**src/rtl/core/sss_pkg.sv**
```systemverilog
// Shared types and codes for the streaming substring search unit.
// No dependencies; imported by sss_cell and streaming_substring_search_unit.
`default_nettype none

package sss_pkg;

  typedef enum logic [1:0] {
    CMD_NEW    = 2'd0,
    CMD_APPEND = 2'd1,
    CMD_TEXT   = 2'd2,
    CMD_END    = 2'd3
  } sss_cmd_t;

  localparam logic [1:0] ST_NOMATCH  = 2'd0;
  localparam logic [1:0] ST_MATCH    = 2'd1;
  localparam logic [1:0] ST_OVERFLOW = 2'd2;

  // Broadcast from the controller to every cell of the chain.
  typedef struct packed {
    logic       clear;  // new pattern: drop partial matches and the end mark
    logic       load;   // a pattern byte is written this cycle
    logic       shift;  // a text byte enters the chain this cycle
    logic [7:0] data;   // pattern or text byte
  } sss_cell_ctrl_t;

endpackage

`default_nettype wire

```
**src/rtl/core/sss_cell.sv**
```systemverilog
// One cell of the match chain: one pattern byte plus a partial-match flag.
// Depends on sss_pkg.
`default_nettype none

module sss_cell
  import sss_pkg::*;
(
  input  wire logic           clk,
  input  wire logic           rst,
  input  wire sss_cell_ctrl_t ctrl,
  input  wire logic           sel,        // this cell is the next free pattern slot
  input  wire logic           prev_flag,  // neighbour's flag, previous text byte
  output logic                flag,       // pattern[0..j] ends at newest byte
  output logic                last,       // this cell holds the final pattern byte
  output logic                hit         // whole pattern ends at the incoming byte
);

  logic [7:0] pat;
  logic       flag_next;

  assign flag_next = prev_flag && (ctrl.data == pat);
  assign hit       = ctrl.shift && flag_next && last;

  always_ff @(posedge clk) begin
    if (rst || ctrl.clear) begin
      flag <= 1'b0;
      last <= 1'b0;
    end else begin
      if (ctrl.load) begin
        last <= sel;
      end
      if (ctrl.shift) begin
        flag <= flag_next;
      end
    end
  end

  // pattern byte, no reset: only read once written
  always_ff @(posedge clk) begin
    if (ctrl.load && sel) begin
      pat <= ctrl.data;
    end
  end

endmodule

`default_nettype wire

```
**src/rtl/core/streaming_substring_search_unit.sv**
```systemverilog
// Top level of the streaming substring search unit: controller, cell chain
// and result register. Depends on sss_pkg and sss_cell.
// A result word is registered and appears on the output in the cycle after the word that causes it.
// Throughput: one input word per cycle; input stalls only while a result is held.
// Rate set by the cell chain: each cell compares its pattern byte once per text byte.
// Reset (rst, synchronous): empty pattern, counters and flags cleared, output empty.
`default_nettype none

module streaming_substring_search_unit
  import sss_pkg::*;
#(
  parameter int MAX_PATTERN   = 32,
  parameter int POSITION_BITS = 32
) (
  input  wire logic        clk,
  input  wire logic        rst,
  // input channel
  input  wire logic        in_valid,
  output logic             in_stall,
  input  wire logic [1:0]  cmd,
  input  wire logic [7:0]  data_byte,
  // result channel
  output logic             out_valid,
  input  wire logic        out_stall,
  output logic [1:0]       status,
  output logic [31:0]      match_position
);

  localparam int LW = $clog2(MAX_PATTERN + 1);
  localparam int CW = (POSITION_BITS > LW) ? POSITION_BITS : LW;

  // search state
  logic [LW-1:0]            len;
  logic                     overflow;
  logic [POSITION_BITS-1:0] bytes_seen;
  logic                     done;
  logic                     started;

  logic                     accept;
  sss_cmd_t                 op;
  logic                     is_text;
  logic                     do_append;
  logic                     do_shift;
  sss_cell_ctrl_t           ctrl;

  logic [MAX_PATTERN-1:0]   flags;
  logic [MAX_PATTERN-1:0]   lasts;
  logic [MAX_PATTERN-1:0]   hits;
  logic [MAX_PATTERN-1:0]   sels;

  logic [POSITION_BITS-1:0] bytes_seen_next;
  logic [CW-1:0]            pos_full;
  logic                     pattern_hit;

  // result staging
  logic                     out_load;
  logic [1:0]               status_next;
  logic [31:0]              position_next;

  // The output register is the only buffer: while it holds an untaken word
  // the input waits, otherwise a word is taken every cycle.
  assign in_stall = out_valid && out_stall;
  assign accept   = in_valid && !in_stall;
  assign op       = sss_cmd_t'(cmd);
  assign is_text  = (op == CMD_TEXT) || (op == CMD_END);

  // Pattern bytes count only before the first text word; zero bytes are skipped.
  assign do_append = accept && (op == CMD_APPEND) && (data_byte != 8'd0) && !started;

  // A real text byte shifts the chain; overflow, empty pattern and end of
  // text finish the search instead.
  assign do_shift = accept && (op == CMD_TEXT) && !done && !overflow
                    && (len != '0) && (data_byte != 8'd0);

  always_comb begin
    ctrl.clear = accept && (op == CMD_NEW);
    ctrl.load  = do_append && (len < LW'(MAX_PATTERN));
    ctrl.shift = do_shift;
    ctrl.data  = data_byte;
  end

  // Chain of cells: cell j keeps pattern byte j and a flag that says the
  // newest text bytes end with pattern[0..j]; flags move one cell per byte.
  genvar j;
  generate
    for (j = 0; j < MAX_PATTERN; j++) begin : g_cell
      logic prev;
      if (j == 0) begin : g_head
        assign prev = 1'b1;
      end else begin : g_link
        assign prev = flags[j-1];
      end
      assign sels[j] = (len == LW'(j));
      sss_cell u_cell (
        .clk       (clk),
        .rst       (rst),
        .ctrl      (ctrl),
        .sel       (sels[j]),
        .prev_flag (prev),
        .flag      (flags[j]),
        .last      (lasts[j]),
        .hit       (hits[j])
      );
    end
  endgenerate

  // Saturating count of text bytes, including the incoming one.
  assign bytes_seen_next = (&bytes_seen) ? bytes_seen : bytes_seen + 1'b1;

  // Once saturated, the count can fall below the pattern length; no match then.
  assign pattern_hit = (|hits) && (CW'(len) <= CW'(bytes_seen_next));
  assign pos_full    = CW'(bytes_seen_next) - CW'(len);

  // Result selection, in the order the cases take priority.
  always_comb begin
    out_load      = 1'b0;
    status_next   = ST_NOMATCH;
    position_next = '0;
    if (accept && is_text && !done) begin
      if (overflow) begin
        out_load    = 1'b1;
        status_next = ST_OVERFLOW;
      end else if (len == '0) begin
        out_load    = 1'b1;
        status_next = ST_MATCH;
      end else if ((op == CMD_END) || (data_byte == 8'd0)) begin
        out_load    = 1'b1;
        status_next = ST_NOMATCH;
      end else if (pattern_hit) begin
        out_load      = 1'b1;
        status_next   = ST_MATCH;
        position_next = 32'(pos_full);
      end
    end
  end

  always_ff @(posedge clk) begin
    if (rst) begin
      len        <= '0;
      overflow   <= 1'b0;
      bytes_seen <= '0;
      done       <= 1'b0;
      started    <= 1'b0;
    end else if (accept) begin
      case (op)
        CMD_NEW: begin
          len        <= '0;
          overflow   <= 1'b0;
          bytes_seen <= '0;
          done       <= 1'b0;
          started    <= 1'b0;
        end
        CMD_APPEND: begin
          if (do_append) begin
            if (len < LW'(MAX_PATTERN)) begin
              len <= len + 1'b1;
            end else begin
              overflow <= 1'b1;
            end
          end
        end
        CMD_TEXT, CMD_END: begin
          if (!done) begin
            started <= 1'b1;
          end
          if (do_shift) begin
            bytes_seen <= bytes_seen_next;
          end
          if (out_load) begin
            done <= 1'b1;
          end
        end
        default: begin
        end
      endcase
    end
  end

  always_ff @(posedge clk) begin
    if (rst) begin
      out_valid <= 1'b0;
    end else if (out_load) begin
      out_valid <= 1'b1;
    end else if (!out_stall) begin
      out_valid <= 1'b0;
    end
  end

  always_ff @(posedge clk) begin
    if (out_load) begin
      status         <= status_next;
      match_position <= position_next;
    end
  end

`ifndef SYNTHESIS
  // at most one cell marks the pattern end
  a_one_last: assert property (@(posedge clk) disable iff (rst) $onehot0(lasts))
    else $error("more than one cell marked as pattern end");

  // no cell carries the end mark while the pattern is empty
  a_last_len: assert property (@(posedge clk) disable iff (rst)
    (len == '0) |-> (lasts == '0))
    else $error("end mark present with empty pattern");

  // every result ends the search
  a_done_after: assert property (@(posedge clk) disable iff (rst)
    out_load |=> done)
    else $error("result given without ending the search");

  // only a match carries a position
  a_pos_zero: assert property (@(posedge clk) disable iff (rst)
    (out_valid && (status != ST_MATCH)) |-> (match_position == 32'd0))
    else $error("nonzero position on a non-match result");

  // the stored length never passes the chain length
  a_len_range: assert property (@(posedge clk) disable iff (rst)
    len <= LW'(MAX_PATTERN))
    else $error("pattern length beyond chain");
`endif

endmodule

`default_nettype wire

```
**config.mk**
```make
export PLATFORM = sky130hd
export DESIGN_NAME = streaming_substring_search_unit
export DESIGN_NICKNAME = d
export VERILOG_FILES = /design/src/rtl/core/sss_pkg.sv /design/src/rtl/core/sss_cell.sv /design/src/rtl/core/streaming_substring_search_unit.sv
export SDC_FILE = /design/constraint.sdc
export NUM_CORES = 1
export LEC_CHECK = 0
export ABC_AREA = 1
export BUFFER_PORTS_ARGS = -buffer_cell sky130_fd_sc_hd__buf_2
export CAP_MARGIN = 30
export CELL_PAD_IN_SITES_DETAIL_PLACEMENT = 0
export CELL_PAD_IN_SITES_GLOBAL_PLACEMENT = 1
export CORE_AREA = 2 2 187 372
export CTS_CLUSTER_SIZE = 14
export DETAILED_ROUTE_END_ITERATION = 16
export DIE_AREA = 0 0 189 374
export PLACE_DENSITY_LB_ADDON = 0.15
export REMOVE_ABC_BUFFERS = 1
export SLEW_MARGIN = 15
export SYNTH_ARGS = -nofsm -noshare
export SYNTH_HDL_FRONTEND = slang
export SYNTH_SLANG_ARGS = --single-unit
```
**constraint.sdc**
```tcl
create_clock -name clk -period 4.5 [get_ports clk]
set_input_delay 0.45 -clock clk [delete_from_list [all_inputs] [get_ports clk]]
set_output_delay 0.45 -clock clk [all_outputs]
set_load 0.005 [all_outputs]
```
======== Word level (Yosys, flattened, before mapping) ========
Index checks and enable logic that the tools add are counted.
cells by class
  add/sub/neg operators ................... 3
  multipliers ............................. 0
  div/mod/pow operators ................... 0
  magnitude comparators ................... 2
  equality and inequality tests ........... 73
  shift operators ......................... 0
  muxes and demuxes ....................... 24
  bitwise logic cells ..................... 2
  reduce and logical (&&, ||, !) cells .... 166
operator list
  cell                     number
  $eq A8 B8 Y1             32
  $logic_and A1 B1 Y1      142
  $eq A6 B5 Y1 const B     16
  $mux W32                 2
  $pmux W32 S2             1
  $eq A6 B4 Y1 const B     8
  $add A32 B1 Y32 const B  1
  $le A6 B32 Y1            1
  $reduce_and A32 Y1       1
  $reduce_or A32 Y1        1
  $sub A32 B6 Y32          1
  $eq A6 B3 Y1 const B     4
  $mux W1                  14
  $eq A6 B2 Y1 const B     2
  $mux W6                  2
  $pmux W6 S2              1
  $ne A2 B2 Y1 const B     5
  $reduce_and A3 Y1        3
  $logic_not A8 Y1         1
  $reduce_and A4 Y1        2
  $reduce_bool A8 Y1       1
  $add A6 B1 Y6 const B    1
  $eq A6 B1 Y1 const B     1
  $logic_not A6 Y1         1
  14 further kinds         26
word-level totals
  bits in registers ....................... 395
  latch bits .............................. 0
  memory bits (writable) .................. 0
  ROM bits ................................ 0
  input bits .............................. 14
  logic and storage cells ................. 374
  memories kept ........................... 0

======== Depth between registers and ports, before layout ========
  word-level depth ........................ 19
  gate-level depth with buffers ........... 25

======== By module ========
A second synthesis with hierarchy kept.
unflattened totals
  cells, all modules ...................... 2482
  area, all modules ....................... 20837.5 um^2
modules (own cells, without submodules)
  module                           instances  cells each  area an instance (um^2)
  sss_cell                         32         53          486.7
  streaming_substring_search_unit  1          786         5262.5

======== Worst setup path after synthesis ========
Ideal clock, no wire load.
  path type ............................... register to register
  from .................................... register bytes_seen[0]
  to ...................................... register match_position[0] (enable)
  setup time .............................. 0.411 ns
  data arrival time ....................... 3.851 ns
  setup slack ............................. 0.239 ns
  stages on the path, launching flop included .. 26
  buffers on the path ..................... 2
  clock period less this slack ............ 4.261 ns
  cells stage by stage .................... dfxtp_1 > ha_1 > nand2_1 > nor2_4 > nand2_4 > nor2_4 > nand2_4 > buf_6 > buf_6 > xor2_1 > inv_1 > ha_1 > inv_1 > fa_1 > nand2_1 > nand2_1 > nand2_1 > nand2_1 > nor2_2 > nand3_4 > nor2_4 > nand2_2 > nand2_4 > nand2_1 > nand2_1 > inv_1
between the ends
  word-level cells in the longest chain between the ends .. 9
  elaborated cells between the ends (all ways) .. 10
  classes of those cells .................. add/sub: 1; order compare: 1; mux: 6; reduce/logical: 2
ends and longest elaborated chain
  item                                                   line                                    text
  start, declared                                        streaming_substring_search_unit.sv:35   logic [POSITION_BITS-1:0] bytes_seen;
  start signal, assigned                                 streaming_substring_search_unit.sv:167  bytes_seen <= bytes_seen_next;
  $add A32 B1 Y32 or $reduce_and A32 Y1 (tied branches)  streaming_substring_search_unit.sv:108  assign bytes_seen_next = (&bytes_seen) ? bytes_seen : bytes_seen + 1'b1;
  $mux W32 (*)                                           streaming_substring_search_unit.sv:108
  $le A6 B32 Y1 (*)                                      streaming_substring_search_unit.sv:111  assign pattern_hit = (|hits) && (CW'(len) <= CW'(bytes_seen_next));
  $logic_and A1 B1 Y1 (*)                                streaming_substring_search_unit.sv:111
  $mux W1 (*)                                            streaming_substring_search_unit.sv:129  end else if (pattern_hit) begin
  $mux W1 (*)                                            streaming_substring_search_unit.sv:126  end else if ((op == CMD_END) || (data_byte == 8'd0)) begin
  $mux W1 (*)                                            streaming_substring_search_unit.sv:123  end else if (len == '0) begin
  $mux W1 (*)                                            streaming_substring_search_unit.sv:120  if (overflow) begin
  $mux W1 (*)                                            streaming_substring_search_unit.sv:119  if (accept && is_text && !done) begin
  net out_load                                           streaming_substring_search_unit.sv:56   logic out_load;
  end signal, assigned                                   streaming_substring_search_unit.sv:192  match_position <= position_next;
  end, declared                                          streaming_substring_search_unit.sv:26   output logic [31:0] match_position
Mark *: on every way through the listed nets, which the timed path passes. The rest lies on a longest branch.
A chain may end at the register's enable or synchronous reset.

======== Final worst setup path ========
  from .................................... register bytes_seen[1]
  to ...................................... register match_position[21] (enable)
Same word-level chain as after synthesis.

==> reports/results.md <==
### Power and ir drop
* **part of the power in registers** 0.511
* **total power per unit cell area** 343 nW/µm²
* **part of the power in combinational logic** 0.067
* **switching power as a share of total power** 0.239
* **internal power consumption** 0.00585 W
* **clock network power share** 0.422
* **overall power** 0.00768 W
* **switching power summed over all nets** 0.00184 W
* **Peak supply drop** 246 µV
* **leakage power** 8.77 nW

### Worst setup path
* **critical path depth in cells** 24
* **CP endpoint kind** register
* **element type at the critical path start** register
* **top fanout value on the critical path** 34
* **cell mode on critical path** nand2_1
* **number of cells on the worst reg-to-reg path** 24
* **count of buffer and inverter cells on the critical path** 4
* **critical path required time** 4.80 ns
* **Worst path max stage delay** 0.43 ns
* **arrival time at the worst endpoint** 4.44 ns
* **highest-delay cell along the critical path** fa_1
* **critical path type** register to register
* **series of cell instances along the critical path** ha_2 > nand2_1 > nor2_4 > nand2_4 > nor2_4 > nand2_4 > xor2_1 > inv_1 > ha_1 > inv_1 > fa_1 > nand2_1 > nand2_1 > nand2_1 > nand2_1 > nor2_4 > nand3_4 > nor2_4 > nand2_2 > nand2_8 > nand2_1 > nand2_1 > inv_1 > buf_12
* **kind of cell adding the most delay to the critical path** simple AND/OR/NAND/NOR gates

### Detailed routing
* **met2 routed wirelength** 37600 µm
* **count of routing violations after the opening detailed-route iteration** 645
* **top routing layer in use** met4
* **DRT Wirelength** 65200 µm
* **routed length on met3** 1770 µm
* **vias per cell** 4.59
* **Routed Antenna Nets** 0
* **drt pass-1 iters** 7
* **via total after detailed routing** 15100
* **post-detailed-route wirelength per cell** 19.8 µm
* **post-route met1 wirelength** 23100 µm
* **Remaining DRCs** 0

### Yosys
* **most frequent cell after synthesis** nand2_1
* **most instantiated flip-flop cell in the synthesis netlist** edfxtp_1
* **cells taking the most area after synthesis** edfxtp_1 (45%), nand2_1 (15%), dfxtp_1 (11%)
* **dominant combinational cell family by area after synthesis** simple AND/OR/NAND/NOR gates
* **register area share after synthesis** 0.554
* **mux cell area share after synthesis** 0
* **number of flip-flops and latches in the synthesized netlist** 395
* **post-synth top area share** 0.446
* **Mean Syn Cell Area** 8.45 µm²
* **number of warnings issued by yosys** 0
* **complex-gate fraction of the synthesized area** 0.0542
* **number of instances in the synthesized netlist** 2311
* **area of the mapped netlist** 19500 µm²
* **area share of and/or/nand/nor cells after synthesis** 0.277
* **adder-cell share of the synthesized area** 0.00808
* **number of different library cells in the post-synthesis netlist** 42
* **async set-reset flop share out of synthesis** 0
* **Synth area leader** edfxtp_1
* **leading post-synthesis cells by instance count** nand2_1 (755), nor2_1 (302), edfxtp_1 (290), inv_1 (218), a21oi_1 (119)
* **number of synthesized flops with an enable pin** 290
* **XOR/XNOR share of the synthesized area** 0.0417

### Clock tree
* **clock tree from TritonCTS** yes
* **# hold bufs at CTS** 0
* **number of buffers on the longest clock path** 3
* **clock latency on the worst-skew pair** 0.56 ns
* **Num Clock Sinks** 395
* **buffer type at the clock tree root** clkbuf_16
* **Inserted Clock Buffers** 40
* **clock-pin transition on the worst setup and hold timing paths** 0.07 ns
* **count of H-tree levels built during CTS** 2

### Die
* **die width** 189 µm
* **standard-cell row count** 135
* **Die Footprint** 70700 µm²
* **initial standard-cell utilization of the core** 0.288
* **num ports** 50
* **Core Box Area** 67700 µm²
* **floorplan die height** 374 µm

### Cells and area
* **post-route cell area** 22400 µm²
* **diodes inserted** 0
* **final non-filler cell total** 3301
* **filler cell count in the final layout** 7095
* **Final #Nets** 2407
* **layout cells sized above 1** 0.100
* **area grow syn2layout** 14.7%

### Hold path
* **Worst Hold Class** primary input to register
* **hold-critical path depth** 3

### Place
* **PortBufs** 49
* **post-placement cell count** 3228
* **hpwl dp** 46500 µm
* **instance area after placement** 21100 µm²
* **last weighted congestion value of the routability-driven placer** 0.853

### Timing
* **transition time at the pin with the least slew margin** 0.963 ns
* **unrepaired setup endpoints after global routing** no
* **min cycle time layout** 4.14 ns
* **Total Neg Setup Slack** 0 ns
* **count of final max-slew check failures** 0
* **number of setup violations in the final report** 0
* **endpoints failing hold** 0
* **worst hold-check slack** 0.280 ns
* **headroom to the max-slew limit** 0.356
* **top achievable clock speed** 242 MHz
* **portion of the clock cycle consumed by the worst path in the final layout** 0.920
* **final worst clock skew** 0.0118 ns

### GRT
* **via count of the first global-routing pass** 15400
* **largest net degree at the start of global routing** 70
* **global route overflow** 0
* **number of antenna violations at the first check in global routing** 0
* **global-route wire length before repair** 96300 µm
* **GR Util All Layers** 0.184

### Run status
* **outcome** complete, no violations

### Flow run
* **count of max-cap constraint violations** 0

[power groups by stage]
stage | Combinational [W] | Clock [W] | Sequential (W)
2_1_floorplan | 0.000227 | 0 | 0.00401
3_3_place_gp | 0.000524 | 0 | 0.00401
3_5_place_dp | 0.000530 | 0 | 0.00401
4_1_cts | 0.000531 | 0.00336 | 0.00393
5_1_grt | 0.000570 | 0.00348 | 0.00393
6_report | 0.000515 | 0.00324 | 0.00393
[placed cells by master, fill, tap and decap left out, types with 3 or more instances in the layout]
master	n
nand2_1	755
nor2_1	302
buf_2	47
o21ai_1	4
o21a_1	3
buf_12	11
clkbuf_1	7
nor3_1	6
clkinv_2	10
a21boi_0	10
clkinv_1	12
ha_1	10
a21oi_1	119
xnor2_1	66
clkbuf_16	41
inv_2	8
inv_1	218
buf_4	57
edfxtp_1	290
nand3_2	6
o21bai_1	4
nand4_1	50
xor2_1	25
nor2_2	19
clkbuf_8	3
nand3_1	115
or2_2	10
nand3b_1	6
nor2_4	10
dfxtp_1	105
nand2_4	4
nand2_2	5
o21ai_0	54
[layout make-up]
class	instances	area [µm²]	share of cell area
repair buffers	116	911	0.0407
multi-input cells	1597	7460	0.333
flip-flops and latches	395	10800	0.483
inverters	231	867	0.0387
clock buffers	51	1090	0.0489
well taps	890	1110	0.0498
clock inverters	21	131	0.00587
[cell families (layout without fill, tap and decap cells)]
group | after synthesis | count (layout)
DFF | 395 | 395
adders and majority gates | 12 | 12
buffers and inverters | 319 | 419
AOI/OAI and AO/OA | 199 | 199
and+or+nand+nor | 1294 | 1294
xor gates and xnor gates | 92 | 92
[per-stage QoR]
step	util	setup slack, ns
2_1_floorplan	-	-0.223
3_3_place_gp	0.312	0.199
3_5_place_dp	0.312	0.135
4_1_cts	0.330	0.121
5_1_grt	0.330	0.0156
6_report	0.330	0.362
[state kept, by name (all words and copies together) (netlist names), 2 cells and up]
name	cells
match_position	32
g_cell.u_cell.pat	256
len	6
status	2
bytes_seen	32
g_cell.u_cell.flag	31
g_cell.u_cell.last	32
[worst min-delay path: cells and delay by family]
kind | cells | cell delay (ns)
AND/OR/NAND/NOR | 1 | 0.15
buffers and inverters | 1 | 0.10
AO/OA/AOI/OAI | 1 | 0.09
[final timing paths]
path / startpoint / endpoint / slack [ns]
worst min register to register: done / done / 0.46
worst max register to register: bytes_seen[1] / match_position[21] / 0.36
worst max-delay path: bytes_seen[1] / match_position[21] / 0.36
worst min-delay path: out_stall / out_valid / 0.28
[per-layer routing]
layer,vias up,GRT usage
li1,7572,-
met2,257,0.375
met4,0,0.0821
met5,-,0
met1,7217,0.181
met3,95,0.0197
[repair_timing]
action / in CTS / in global routing
setup endpoints to repair: 0 / 34
resized for setup: 0 / 3
setup buffers: 0 / 0
(Power assumes the default switching activity.)
